## src/rtl/md5de_pkg.sv

```systemverilog
// ----------------------------------------------------------------------------
// md5de_pkg
// Shared types, constants and round tables for the md5 digest engine.
// ----------------------------------------------------------------------------
package md5de_pkg;

    // md5 chaining initial values
    localparam logic [31:0] IV_A = 32'h67452301;
    localparam logic [31:0] IV_B = 32'hefcdab89;
    localparam logic [31:0] IV_C = 32'h98badcfe;
    localparam logic [31:0] IV_D = 32'h10325476;

    localparam logic [7:0]  PAD_BYTE   = 8'h80;
    localparam logic [2:0]  FULL_COUNT = 3'd4;
    localparam logic [3:0]  LAST_SLOT  = 4'd15;
    localparam logic [3:0]  LEN_SLOT   = 4'd14;
    localparam logic [5:0]  LAST_ROUND = 6'd63;

    // controller states
    typedef enum logic [3:0] {
        ST_IDLE,
        ST_PAD80,
        ST_PADZ,
        ST_LENLO,
        ST_LENHI,
        ST_LOAD,
        ST_ROUND,
        ST_FINAL,
        ST_DONE
    } ctrl_state_t;

    // source of a word written into the block buffer
    typedef enum logic [2:0] {
        SRC_INPUT,
        SRC_PAD80,
        SRC_ZERO,
        SRC_LENLO,
        SRC_LENHI
    } put_src_t;

    typedef struct packed {
        logic     put_en;
        put_src_t put_src;
        logic     len_en;
        logic     load;
        logic     round_en;
        logic     final_en;
        logic     done;
    } dp_cmd_t;

    typedef struct packed {
        logic [3:0] pos;
        logic       full_word;
        logic       rnd_last;
    } dp_status_t;

    // buffer word used by a round
    function automatic logic [3:0] msg_index(input logic [5:0] r);
        logic [3:0] lo;
        lo = r[3:0];
        case (r[5:4])
            2'd0:    msg_index = lo;
            2'd1:    msg_index = 4'((lo << 2) + lo + 4'd1);
            2'd2:    msg_index = 4'((lo << 1) + lo + 4'd5);
            default: msg_index = 4'((lo << 3) - lo);
        endcase
    endfunction

    // left rotate amount of a round
    function automatic logic [4:0] rot_amount(input logic [5:0] r);
        case ({r[5:4], r[1:0]})
            4'd0:    rot_amount = 5'd7;
            4'd1:    rot_amount = 5'd12;
            4'd2:    rot_amount = 5'd17;
            4'd3:    rot_amount = 5'd22;
            4'd4:    rot_amount = 5'd5;
            4'd5:    rot_amount = 5'd9;
            4'd6:    rot_amount = 5'd14;
            4'd7:    rot_amount = 5'd20;
            4'd8:    rot_amount = 5'd4;
            4'd9:    rot_amount = 5'd11;
            4'd10:   rot_amount = 5'd16;
            4'd11:   rot_amount = 5'd23;
            4'd12:   rot_amount = 5'd6;
            4'd13:   rot_amount = 5'd10;
            4'd14:   rot_amount = 5'd15;
            default: rot_amount = 5'd21;
        endcase
    endfunction

    // sine-derived round constants
    function automatic logic [31:0] round_const(input logic [5:0] r);
        case (r)
            6'd0:  round_const = 32'hd76aa478;
            6'd1:  round_const = 32'he8c7b756;
            6'd2:  round_const = 32'h242070db;
            6'd3:  round_const = 32'hc1bdceee;
            6'd4:  round_const = 32'hf57c0faf;
            6'd5:  round_const = 32'h4787c62a;
            6'd6:  round_const = 32'ha8304613;
            6'd7:  round_const = 32'hfd469501;
            6'd8:  round_const = 32'h698098d8;
            6'd9:  round_const = 32'h8b44f7af;
            6'd10: round_const = 32'hffff5bb1;
            6'd11: round_const = 32'h895cd7be;
            6'd12: round_const = 32'h6b901122;
            6'd13: round_const = 32'hfd987193;
            6'd14: round_const = 32'ha679438e;
            6'd15: round_const = 32'h49b40821;
            6'd16: round_const = 32'hf61e2562;
            6'd17: round_const = 32'hc040b340;
            6'd18: round_const = 32'h265e5a51;
            6'd19: round_const = 32'he9b6c7aa;
            6'd20: round_const = 32'hd62f105d;
            6'd21: round_const = 32'h02441453;
            6'd22: round_const = 32'hd8a1e681;
            6'd23: round_const = 32'he7d3fbc8;
            6'd24: round_const = 32'h21e1cde6;
            6'd25: round_const = 32'hc33707d6;
            6'd26: round_const = 32'hf4d50d87;
            6'd27: round_const = 32'h455a14ed;
            6'd28: round_const = 32'ha9e3e905;
            6'd29: round_const = 32'hfcefa3f8;
            6'd30: round_const = 32'h676f02d9;
            6'd31: round_const = 32'h8d2a4c8a;
            6'd32: round_const = 32'hfffa3942;
            6'd33: round_const = 32'h8771f681;
            6'd34: round_const = 32'h6d9d6122;
            6'd35: round_const = 32'hfde5380c;
            6'd36: round_const = 32'ha4beea44;
            6'd37: round_const = 32'h4bdecfa9;
            6'd38: round_const = 32'hf6bb4b60;
            6'd39: round_const = 32'hbebfbc70;
            6'd40: round_const = 32'h289b7ec6;
            6'd41: round_const = 32'heaa127fa;
            6'd42: round_const = 32'hd4ef3085;
            6'd43: round_const = 32'h04881d05;
            6'd44: round_const = 32'hd9d4d039;
            6'd45: round_const = 32'he6db99e5;
            6'd46: round_const = 32'h1fa27cf8;
            6'd47: round_const = 32'hc4ac5665;
            6'd48: round_const = 32'hf4292244;
            6'd49: round_const = 32'h432aff97;
            6'd50: round_const = 32'hab9423a7;
            6'd51: round_const = 32'hfc93a039;
            6'd52: round_const = 32'h655b59c3;
            6'd53: round_const = 32'h8f0ccc92;
            6'd54: round_const = 32'hffeff47d;
            6'd55: round_const = 32'h85845dd1;
            6'd56: round_const = 32'h6fa87e4f;
            6'd57: round_const = 32'hfe2ce6e0;
            6'd58: round_const = 32'ha3014314;
            6'd59: round_const = 32'h4e0811a1;
            6'd60: round_const = 32'hf7537e82;
            6'd61: round_const = 32'hbd3af235;
            6'd62: round_const = 32'h2ad7d2bb;
            default: round_const = 32'heb86d391;
        endcase
    endfunction

endpackage

```

## src/rtl/md5de_dp.sv

```systemverilog
// ----------------------------------------------------------------------------
// md5de_dp
// Datapath: block buffer, length counter, one md5 round per cycle and the
// chaining words, driven by commands from the controller.
// ----------------------------------------------------------------------------
module md5de_dp
    import md5de_pkg::*;
(
    input  logic        aclk,
    input  logic        aresetn,
    input  logic [31:0] s_message_word,
    input  logic [2:0]  s_byte_count,
    input  logic        s_last,
    input  dp_cmd_t     cmd,
    output dp_status_t  status,
    output logic [63:0] m_digest_low,
    output logic [63:0] m_digest_high
);

    logic [31:0] buf_reg [16];
    logic [3:0]  pos_reg, pos_next;
    logic [63:0] len_reg, len_next;
    logic [5:0]  rnd_reg, rnd_next;
    logic [31:0] km_reg;
    logic [31:0] a_reg, b_reg, c_reg, d_reg;
    logic [31:0] a_next, b_next, c_next, d_next;
    logic [31:0] ch_reg [4];
    logic [31:0] ch_next [4];
    logic [63:0] dig_lo_reg, dig_hi_reg;

    logic [2:0]  eff_cnt;
    logic [31:0] in_word;
    logic [31:0] put_data;
    logic [31:0] f_val;
    logic [31:0] t_sum;
    logic [31:0] t_rot;
    logic [4:0]  shamt;
    logic [5:0]  rnd_fetch;

    // effective byte count of the incoming word
    assign eff_cnt = (!s_last || s_byte_count > FULL_COUNT) ? FULL_COUNT : s_byte_count;

    // short final word gets the pad byte right after its data
    always_comb begin
        case (eff_cnt)
            3'd0:    in_word = {24'h0, PAD_BYTE};
            3'd1:    in_word = {16'h0, PAD_BYTE, s_message_word[7:0]};
            3'd2:    in_word = {8'h0, PAD_BYTE, s_message_word[15:0]};
            3'd3:    in_word = {PAD_BYTE, s_message_word[23:0]};
            default: in_word = s_message_word;
        endcase
    end

    // word written into the buffer
    always_comb begin
        case (cmd.put_src)
            SRC_INPUT: put_data = in_word;
            SRC_PAD80: put_data = {24'h0, PAD_BYTE};
            SRC_LENLO: put_data = len_reg[31:0];
            SRC_LENHI: put_data = len_reg[63:32];
            default:   put_data = 32'h0;
        endcase
    end

    // buffer write
    always_ff @(posedge aclk) begin
        if (cmd.put_en) begin
            buf_reg[pos_reg] <= put_data;
        end
    end

    // round function and rotate
    always_comb begin
        case (rnd_reg[5:4])
            2'd0:    f_val = (b_reg & c_reg) | (~b_reg & d_reg);
            2'd1:    f_val = (b_reg & d_reg) | (c_reg & ~d_reg);
            2'd2:    f_val = b_reg ^ c_reg ^ d_reg;
            default: f_val = c_reg ^ (b_reg | ~d_reg);
        endcase
        shamt = rot_amount(rnd_reg);
        t_sum = f_val + a_reg + km_reg;
        t_rot = (t_sum << shamt) | (t_sum >> (6'd32 - {1'b0, shamt}));
    end

    // constant plus message word, fetched one round ahead
    assign rnd_fetch = cmd.load ? 6'd0 : rnd_reg + 6'd1;

    // next state of counters and working words
    always_comb begin
        pos_next = pos_reg;
        len_next = len_reg;
        rnd_next = rnd_reg;
        a_next   = a_reg;
        b_next   = b_reg;
        c_next   = c_reg;
        d_next   = d_reg;
        for (int i = 0; i < 4; i++) begin
            ch_next[i] = ch_reg[i];
        end
        if (cmd.put_en) begin
            pos_next = pos_reg + 4'd1;
        end
        if (cmd.len_en) begin
            len_next = len_reg + {58'h0, eff_cnt, 3'b000};
        end
        if (cmd.load) begin
            rnd_next = 6'd0;
            a_next   = ch_reg[0];
            b_next   = ch_reg[1];
            c_next   = ch_reg[2];
            d_next   = ch_reg[3];
        end
        if (cmd.round_en) begin
            rnd_next = rnd_reg + 6'd1;
            a_next   = d_reg;
            b_next   = b_reg + t_rot;
            c_next   = b_reg;
            d_next   = c_reg;
        end
        if (cmd.final_en) begin
            ch_next[0] = ch_reg[0] + a_reg;
            ch_next[1] = ch_reg[1] + b_reg;
            ch_next[2] = ch_reg[2] + c_reg;
            ch_next[3] = ch_reg[3] + d_reg;
        end
        if (cmd.done) begin
            len_next   = 64'h0;
            ch_next[0] = IV_A;
            ch_next[1] = IV_B;
            ch_next[2] = IV_C;
            ch_next[3] = IV_D;
        end
    end

    // control state registers
    always_ff @(posedge aclk) begin
        if (!aresetn) begin
            pos_reg  <= 4'd0;
            len_reg  <= 64'h0;
            rnd_reg  <= 6'd0;
            a_reg    <= 32'h0;
            b_reg    <= 32'h0;
            c_reg    <= 32'h0;
            d_reg    <= 32'h0;
            ch_reg[0] <= IV_A;
            ch_reg[1] <= IV_B;
            ch_reg[2] <= IV_C;
            ch_reg[3] <= IV_D;
        end else begin
            pos_reg <= pos_next;
            len_reg <= len_next;
            rnd_reg <= rnd_next;
            a_reg   <= a_next;
            b_reg   <= b_next;
            c_reg   <= c_next;
            d_reg   <= d_next;
            for (int i = 0; i < 4; i++) begin
                ch_reg[i] <= ch_next[i];
            end
        end
    end

    // payload registers
    always_ff @(posedge aclk) begin
        if (cmd.load || cmd.round_en) begin
            km_reg <= round_const(rnd_fetch) + buf_reg[msg_index(rnd_fetch)];
        end
        if (cmd.done) begin
            dig_lo_reg <= {ch_reg[1], ch_reg[0]};
            dig_hi_reg <= {ch_reg[3], ch_reg[2]};
        end
    end

    assign m_digest_low     = dig_lo_reg;
    assign m_digest_high    = dig_hi_reg;
    assign status.pos       = pos_reg;
    assign status.full_word = (eff_cnt == FULL_COUNT);
    assign status.rnd_last  = (rnd_reg == LAST_ROUND);

    // a block starts only when the buffer has wrapped
    a_load_at_wrap: assert property (@(posedge aclk) disable iff (!aresetn)
        cmd.load |-> pos_reg == 4'd0)
        else $error("round load with partly filled buffer");

    // no buffer write while rounds read it
    a_no_put_in_rounds: assert property (@(posedge aclk) disable iff (!aresetn)
        cmd.round_en |-> !cmd.put_en)
        else $error("buffer written during rounds");

    // chaining words reload after a digest
    a_iv_after_done: assert property (@(posedge aclk) disable iff (!aresetn)
        cmd.done |=> ch_reg[0] == IV_A && ch_reg[3] == IV_D && len_reg == 64'h0)
        else $error("chaining words not reloaded");

endmodule

```

## src/rtl/md5de_ctrl.sv

```systemverilog
// ----------------------------------------------------------------------------
// md5de_ctrl
// Controller: takes message words, sequences padding, length words, the
// 64 rounds of each block and the digest handoff.
// ----------------------------------------------------------------------------
module md5de_ctrl
    import md5de_pkg::*;
(
    input  logic       aclk,
    input  logic       aresetn,
    input  logic       s_valid,
    input  logic       s_last,
    output logic       s_ready,
    output logic       m_valid,
    input  logic       m_ready,
    input  dp_status_t status,
    output dp_cmd_t    cmd
);

    ctrl_state_t state_reg, state_next;
    ctrl_state_t ret_reg, ret_next;
    logic        mval_reg, mval_next;

    // next state and datapath commands
    always_comb begin
        ctrl_state_t follow;
        follow     = ST_IDLE;
        state_next = state_reg;
        ret_next   = ret_reg;
        cmd        = '0;
        s_ready    = 1'b0;
        case (state_reg)
            ST_IDLE: begin
                s_ready = 1'b1;
                if (s_valid) begin
                    cmd.put_en  = 1'b1;
                    cmd.put_src = SRC_INPUT;
                    cmd.len_en  = 1'b1;
                    if (!s_last) begin
                        follow = ST_IDLE;
                    end else if (status.full_word) begin
                        follow = ST_PAD80;
                    end else begin
                        follow = ST_PADZ;
                    end
                end
            end
            ST_PAD80: begin
                cmd.put_en  = 1'b1;
                cmd.put_src = SRC_PAD80;
                follow      = ST_PADZ;
            end
            ST_PADZ: begin
                if (status.pos == LEN_SLOT) begin
                    state_next = ST_LENLO;
                end else begin
                    cmd.put_en  = 1'b1;
                    cmd.put_src = SRC_ZERO;
                    follow      = ST_PADZ;
                end
            end
            ST_LENLO: begin
                cmd.put_en  = 1'b1;
                cmd.put_src = SRC_LENLO;
                follow      = ST_LENHI;
            end
            ST_LENHI: begin
                cmd.put_en  = 1'b1;
                cmd.put_src = SRC_LENHI;
                follow      = ST_DONE;
            end
            ST_LOAD: begin
                cmd.load   = 1'b1;
                state_next = ST_ROUND;
            end
            ST_ROUND: begin
                cmd.round_en = 1'b1;
                if (status.rnd_last) begin
                    state_next = ST_FINAL;
                end
            end
            ST_FINAL: begin
                cmd.final_en = 1'b1;
                state_next   = ret_reg;
            end
            ST_DONE: begin
                if (!mval_reg || m_ready) begin
                    cmd.done   = 1'b1;
                    state_next = ST_IDLE;
                end
            end
            default: begin
                state_next = ST_IDLE;
            end
        endcase
        // a write into the last slot starts the rounds
        if (cmd.put_en) begin
            if (status.pos == LAST_SLOT) begin
                state_next = ST_LOAD;
                ret_next   = follow;
            end else begin
                state_next = follow;
            end
        end
    end

    // result valid flag
    always_comb begin
        mval_next = mval_reg;
        if (cmd.done) begin
            mval_next = 1'b1;
        end else if (m_ready) begin
            mval_next = 1'b0;
        end
    end

    always_ff @(posedge aclk) begin
        if (!aresetn) begin
            state_reg <= ST_IDLE;
            ret_reg   <= ST_IDLE;
            mval_reg  <= 1'b0;
        end else begin
            state_reg <= state_next;
            ret_reg   <= ret_next;
            mval_reg  <= mval_next;
        end
    end

    assign m_valid = mval_reg;

    // high length word always closes a block
    a_lenhi_to_load: assert property (@(posedge aclk) disable iff (!aresetn)
        state_reg == ST_LENHI |=> state_reg == ST_LOAD && ret_reg == ST_DONE)
        else $error("length word did not start the final block");

    // a pending digest is never overwritten
    a_done_free_slot: assert property (@(posedge aclk) disable iff (!aresetn)
        cmd.done |-> !mval_reg || m_ready)
        else $error("digest overwritten while pending");

    // the last round hands over to the chaining add
    a_round_end: assert property (@(posedge aclk) disable iff (!aresetn)
        state_reg == ST_ROUND && status.rnd_last |=> state_reg == ST_FINAL)
        else $error("round sequence overran");

endmodule

```

## src/rtl/md5_digest_engine_unit.sv

```systemverilog
// ----------------------------------------------------------------------------
// md5_digest_engine_unit
// md5 digest over a stream of little-endian 32-bit message words.
//
// channel   direction  ports
// s_        in         s_message_word[31:0], s_byte_count[2:0], s_last
// m_        out        m_digest_low[63:0], m_digest_high[63:0]
//
// a word is taken while the engine is idle; each full block of 16 words
// then costs a load, 64 rounds at one round per cycle and a chaining
// add, during which no request is taken.
// the final word adds pad and length writes, plus one more block when
// the length does not fit.
// aresetn is synchronous; it loads the md5 initial values and clears the
// length; the block buffer itself needs no reset.
// a digest waiting on m_ready stalls only the end of the next message.
// ----------------------------------------------------------------------------
module md5_digest_engine_unit
    import md5de_pkg::*;
(
    input  logic        aclk,
    input  logic        aresetn,
    input  logic        s_valid,
    output logic        s_ready,
    input  logic [31:0] s_message_word,
    input  logic [2:0]  s_byte_count,
    input  logic        s_last,
    output logic        m_valid,
    input  logic        m_ready,
    output logic [63:0] m_digest_low,
    output logic [63:0] m_digest_high
);

    dp_cmd_t    cmd;
    dp_status_t status;

    // sequencing
    md5de_ctrl u_ctrl (
        .aclk    (aclk),
        .aresetn (aresetn),
        .s_valid (s_valid),
        .s_last  (s_last),
        .s_ready (s_ready),
        .m_valid (m_valid),
        .m_ready (m_ready),
        .status  (status),
        .cmd     (cmd)
    );

    // buffer, rounds and chaining words
    md5de_dp u_dp (
        .aclk           (aclk),
        .aresetn        (aresetn),
        .s_message_word (s_message_word),
        .s_byte_count   (s_byte_count),
        .s_last         (s_last),
        .cmd            (cmd),
        .status         (status),
        .m_digest_low   (m_digest_low),
        .m_digest_high  (m_digest_high)
    );

endmodule

```

## config.mk

```make
export PLATFORM = sky130hd
export DESIGN_NAME = md5_digest_engine_unit
export DESIGN_NICKNAME = d
export VERILOG_FILES = /design/src/rtl/md5de_pkg.sv /design/src/rtl/md5de_dp.sv /design/src/rtl/md5de_ctrl.sv /design/src/rtl/md5_digest_engine_unit.sv
export SDC_FILE = /design/constraint.sdc
export NUM_CORES = 2
export LEC_CHECK = 0
export ABC_CLOCK_PERIOD_IN_PS = 7370
export BUFFER_PORTS_ARGS = -buffer_cell sky130_fd_sc_hd__buf_2
export CORE_MARGIN = 3
export CORE_UTILIZATION = 55
export CTS_CLUSTER_SIZE = 28
export DETAILED_ROUTE_END_ITERATION = 7
export PLACE_DENSITY = 0.81
export SLEW_MARGIN = 20
export SYNTH_ARGS = -nofsm -noshare
export SYNTH_HDL_FRONTEND = slang
export SYNTH_HIERARCHICAL = 1
export SYNTH_SLANG_ARGS = --single-unit
```

## constraint.sdc

```tcl
create_clock -name aclk -period 7.37 [get_ports aclk]
set_input_delay 1.474 -clock aclk [delete_from_list [all_inputs] [get_ports aclk]]
set_output_delay 1.474 -clock aclk [all_outputs]
set_load 0.01 [all_outputs]
```

---- Word-level counts from Yosys, hierarchy flattened ----
Memories as Yosys holds them, arrays and structs flattened. A register that Yosys moved wholly into a read port is not among the register bits.
Cells that the tools add are included.
W data, S select, Z words.
word-level totals
  flip-flop bits (word level) ............. 371
  memory bits (writable) .................. 640
  bits in read-only memories .............. 2128
  input port bits ......................... 40
  output and inout port bits .............. 130
  memories kept ........................... 4
memories
  memory           depth  bits a word  read ports  clocked after Yosys merged registers in  write ports  RTL line         text
  (no name shown)  64     32           1           0                                        0            md5de_pkg.sv:93  case (r)
  u_dp.buf_reg     16     32           1           0                                        1            md5de_dp.sv:20   logic [31:0] buf_reg [16];
  u_dp.ch_reg      4      32           4           0                                        4            md5de_dp.sv:27   logic [31:0] ch_reg [4];
  (no name shown)  16     5            1           1                                        0            md5de_pkg.sv:71  case ({r[5:4], r[1:0]})
operators by class
  add/sub/neg operators ................... 17
  $lt $le $gt $ge ......................... 1
  equal/unequal tests ..................... 26
  shift operators ......................... 2
  mux-type cells .......................... 53
  bitwise operators ....................... 18
  reductions and logical operators ........ 16
operators with widths
  cell                   count
  $mux W32               13
  $add A32 B32 Y32       8
  $mux W128              2
  $pmux W32 S4           2
  $and A32 B32 Y32       4
  $or A32 B32 Y32        4
  $pmux W32 S3           1
  $xor A32 B32 Y32       3
  $add A64 B6 Y64        1
  $not A32 Y32           2
  $mux W4                10
  $pmux W4 S5            2
  $shl A32 B5 Y32        1
  $shr A32 B6 Y32        1
  $pmux W4 S6            1
  $mux W6                3
  $eq A4 B3 Y1 const B   4
  $mux W1                13
  $eq A4 B4 Y1 const B   3
  $pmux W4 S3            1
  $eq A3 B2 Y1 const B   3
  $add A4 B1 Y4 const B  2
  $add A4 B4 Y4          2
  $eq A4 B2 Y1 const B   2
  29 further kinds       45

---- Longest topological paths before layout ----
  depth in word-level cells ............... 10
  depth in mapped cells ................... 36
  gate-level depth less buffers ........... 32

---- Modules after synthesis ----
The synthesis kept the hierarchy.
by module, submodules not included
  module      instances  cells each  area each (µm²)  sequential area each (µm²)
  md5de_dp    1          5552        58183.3          26825.7
  md5de_ctrl  1          92          629.4            180.2

---- Worst setup path after synthesis ----
Ideal clock, no wire load.
  path type ............................... reg-to-reg
  start point ............................. register u_dp.rnd_reg[4]
  end point ............................... register u_dp.b_reg[30]
  setup time .............................. 0.087 ns
  arrival time ............................ 8.050 ns
  setup slack ............................. -0.767 ns
  cell stages (with the launch flop) ...... 36
  clock period less this slack ............ 8.137 ns
  cell sequence ........................... dfxtp_1 -> buf_2 -> clkbuf_1 -> clkbuf_1 -> xor2_1 -> nor2_1 -> a21oi_1 -> a31oi_1 -> a21oi_1 -> fa_1 -> ha_1 -> clkbuf_1 -> and4_1 -> nand4_1 -> nor3_1 -> a31oi_1 -> and4b_1 -> or3b_1 -> and2_1 -> mux4_2 -> mux2i_1 -> a21o_1 -> o21ai_0 -> ha_1 -> fa_1 -> a21o_1 -> a21o_1 -> a21oi_1 -> o311ai_0 -> a211oi_1 -> o21ai_0 -> a211oi_1 -> a31oi_1 -> a22o_1 -> mux2_2 -> o31ai_1
between the ends
  word-level cells in the longest chain between the ends .. 8
  elaborated cells between the ends (all ways) .. 11
  those cells by class .................... 3 x add/sub; 2 x eq/ne; 2 x shift; 2 x mux; 1 x bitwise; 1 x reduce/logical
ends and longest elaborated chain
  element                                                    RTL line         text
  start: declaration                                         md5de_dp.sv:23   logic [5:0] rnd_reg, rnd_next;
  start signal: assignment                                   md5de_dp.sv:152  rnd_reg <= rnd_next;
  $eq A2 B2 Y1 (tied with other cells)                       md5de_dp.sv:74   case (rnd_reg[5:4])
  $pmux W32 S3 *                                             md5de_dp.sv:74
  $add A32 B32 Y32 * (2 in a row)                            md5de_dp.sv:81   t_sum = f_val + a_reg + km_reg;
  $shr A32 B6 Y32 / $shl A32 B5 Y32 (equally long branches)  md5de_dp.sv:82   t_rot = (t_sum << shamt) | (t_sum >> (6'd32 - {1'b0, shamt}));
  $or A32 B32 Y32 *                                          md5de_dp.sv:82
  $add A32 B32 Y32 *                                         md5de_dp.sv:116  b_next = b_reg + t_rot;
  $mux W32 *                                                 md5de_dp.sv:113  if (cmd.round_en) begin
  end signal: assignment                                     md5de_dp.sv:154  b_reg <= b_next;
  end: declaration                                           md5de_dp.sv:25   logic [31:0] a_reg, b_reg, c_reg, d_reg;
Every way passes the cells marked *; elsewhere a longest branch is shown, timed or not.
A chain may end at the register's enable or synchronous reset.

---- Worst setup path in the final report ----
  start point ............................. register u_dp.rnd_reg[4]
  end point ............................... register u_dp.b_reg[31]
Same word-level chain as after synthesis.

==> impl_metrics.json <==
{
  "worstSetupEndpointType": "register",
  "drc": 9,
  "power_mw": 11.9,
  "syn_inst": 5644,
  "drv_slew": 0,
  "synth_warnings": 6,
  "pre_cts_ws_ns": -0.404,
  "reg2reg_depth": 35,
  "hp-class": "register to register",
  "reg2reg_from": "u_dp/rnd_reg[4]",
  "drive_gt1_frac": 0.214,
  "status": "finished, violations left",
  "clkTransAtPathRegs_ns": 0.07,
  "period_share": 1.03,
  "grt_use_met3": 0.0650,
  "hold_viol_final": 0,
  "die_area_mm2": 0.111,
  "yosysUniqueCellTypes": 94,
  "routed-via-count": 51206,
  "post_drt_wl_per_cell_um": 27.2,
  "ys_seq_elements": 1013,
  "finalCriticalPeriod_ns": 7.57,
  "cap_violations": 0,
  "first_iter_violations": 7401,
  "synth_top_family_by_area": "compound AO/OA/AOI/OAI gates",
  "vdd.ir_drop.worst_mv": 0.248,
  "clock-skew-final_ns": 0.0606,
  "die-width_um": 333,
  "postCtsHoldBufs": 0,
  "syn_area_per_cell_um2": 10.4,
  "setup_viol": 5,
  "dr.pass1.iters": 8,
  "via_per_inst": 6.62,
  "grt.overflow.total": 0,
  "crit_path_start": "u_dp/rnd_reg[4]",
  "finalWeightedCongestion": 1.01,
  "worst_hold_slack_ns": 0.469,
  "cts.htree.levels": 3,
  "pin_count": 170,
  "core_area_mm2": 0.106,
  "worstPathArrival_ns": 8.13,
  "yosysTopAreaCell": "edfxtp_1",
  "start_util": 0.556,
  "ys_seq_area_frac": 0.459,
  "cts_tree": "done",
  "critPathRequiredTime_ns": 7.93,
  "synth_compound_area_frac": 0.175,
  "whs_path_depth": 2,
  "hpwl_um": 145000,
  "synthTopCellsByArea": "edfxtp_1 (34%), dfxtp_1 (12%), mux4_2 (6.1%)",
  "met2_usage": 0.596,
  "final_nets": 6588,
  "synth_edf_count": 672,
  "die_y_um": 333,
  "synth-xor-area-share": 0.0459,
  "ant_nets": 0,
  "critPathMostFrequentCell": "buf_4",
  "syn_nets": 5974,
  "area_growth_pct": 18.2,
  "tightestPinTransition_ns": 1.21,
  "startpoint_type": "register",
  "grt_pass1_vias": 48994,
  "cts.path.max_buffers": 3,
  "rsz0062_at_grt": "yes",
  "cellLeakagePower_nw": 26.6,
  "fin_util": 0.658,
  "worstSetupPathType": "register to register",
  "placementRows": 119,
  "routed_wl_um": 211000,
  "use_met1": 0.444,
  "slowest_delay_ns": 0.59,
  "power_density_mw_per_mm2": 171,
  "synth_adder_area_share": 0.0668,
  "fin_ws_ns": -0.202,
  "fmax_ghz": 0.132,
  "r2r_slack_ns": -0.20,
  "cts.sinks": 1013,
  "netlist_area_mm2": 0.0588,
  "slowest_stage": "fa_1",
  "largest_reg_flops": 512,
  "grt_max_degree": 75,
  "cts_root_buf": "clkbuf_16",
  "violations": "design-rule violations, negative setup slack",
  "hold_start": "u_ctrl/ret_reg[0]",
  "clk_latency_ns": 0.72,
  "slew_headroom": 0.196,
  "rr_endpoint": "u_dp/b_reg[31]",
  "portBuffers": 169,
  "ys.flop_type": "edfxtp_1",
  "hold-path-endpoint": "u_ctrl/ret_reg[0]",
  "ys_top_cells_by_count": "edfxtp_1 (672), nor2_1 (606), a21oi_1 (510), nand2_1 (389), dfxtp_1 (341)",
  "cp_max_fo": 6,
  "synthMuxAreaShare": 0.0999,
  "busiest_layer": "met2",
  "netlist.area_leader.share": 0.343,
  "synthSimpleGateAreaFrac": 0.121,
  "grt_pass1_wl_um": 310000,
  "track_usage": 0.369,
  "numCtsBuffers": 98,
  "yosysMostFrequentCell": "edfxtp_1",
  "async_flop_share": 0,
  "antenna_found_initial": 6
}
[placed cells by master, fill, tap and decap left out, drive strengths merged, types with 41 or more instances in the layout]
cell type  Yosys  routed
a211oi       188     188
a21o          88      88
a21oi        510     510
a31oi         74      74
buf           84     845
clkbuf       247     125
clkinv         7      47
dfxtp        341     341
edfxtp       672     672
ha           250     250
inv          151     157
mux2i        200     200
mux4         159     159
nand2        391     391
nand2b        43      43
nand3         85      85
nor2         608     608
nor2b        113     113
nor3         102     102
o211ai        58      58
o21a          41      41
o21ai        281     281
o22ai         55      55
xnor2        170     170
xor2         138     138
[area by class of cell]
class	instances	area, µm²
diodes	4	10.0
clock buffers	125	2680
clock inverters	57	564
fillers	7784	36200
inverters	158	597
multi-input cells	4142	30800
flip-flops and latches	1013	27000
well taps	1391	1740
repair buffers	845	6120
[power by group]
group	switching (mW)	internal [mW]
clock network	2.32	2.78
registers	0.0450	6.20
logic	0.403	0.155
[timing repair]
action,in CTS,in global routing
setup endpoints to repair,14,19
setup buffers,9,16
gates resized for setup,61,87
pin swaps,28,52
endpoints found under the hold margin,0,0
[through the flow]
step           setup TNS (ns)  area, µm²  std cells
6_report               -0.654      69500       7735
5_1_grt                 -2.66      69500       7732
4_1_cts               -0.0938      69000       7718
3_5_place_dp            -2.24      65400       7527
3_3_place_gp            -1.03      65400       7525
2_1_floorplan         -0.0731      58900       5644
[critical path: cells and delay by family (launching register included)]
kind / cells / cell delay, ns
DFF: 1 / 0.40
xor gates and xnor gates: 1 / 0.13
adders and majority gates: 3 / 1.03
AOI/OAI and AO/OA: 13 / 2.52
and+or+nand+nor: 9 / 1.83
muxes: 1 / 0.50
buffers and inverters: 8 / 1.03
[how the worst max path moves through the flow]
| stage | cells after the start | slack, ns | to |
|---|---|---|---|
| floorplan | 34 | -0.07 | u_dp/b_reg[30] |
| global placement | 29 | -0.27 | u_dp/b_reg[31] |
| detailed placement | 29 | -0.40 | u_dp/b_reg[31] |
| CTS | 35 | -0.05 | u_dp/b_reg[30] |
| global route | 35 | -0.45 | u_dp/b_reg[31] |
| finish | 35 | -0.20 | u_dp/b_reg[31] |
[logic make-up after synthesis]
logic type | Yosys count
XOR/XNOR | 308
buffers and inverters | 489
flip-flops | 1013
AO/OA/AOI/OAI | 1598
adder cells (fa/ha/maj) | 290
multiplexers | 385
AND/OR/NAND/NOR | 1561
[layer usage]
metal / share of wire / wire [µm]
met5: 0.00012 / 25
met4: 0.092 / 19400
met3: 0.093 / 19600
met2: 0.46 / 97300
met1: 0.35 / 74400
Note: power is estimated with default switching activity, not from simulation.
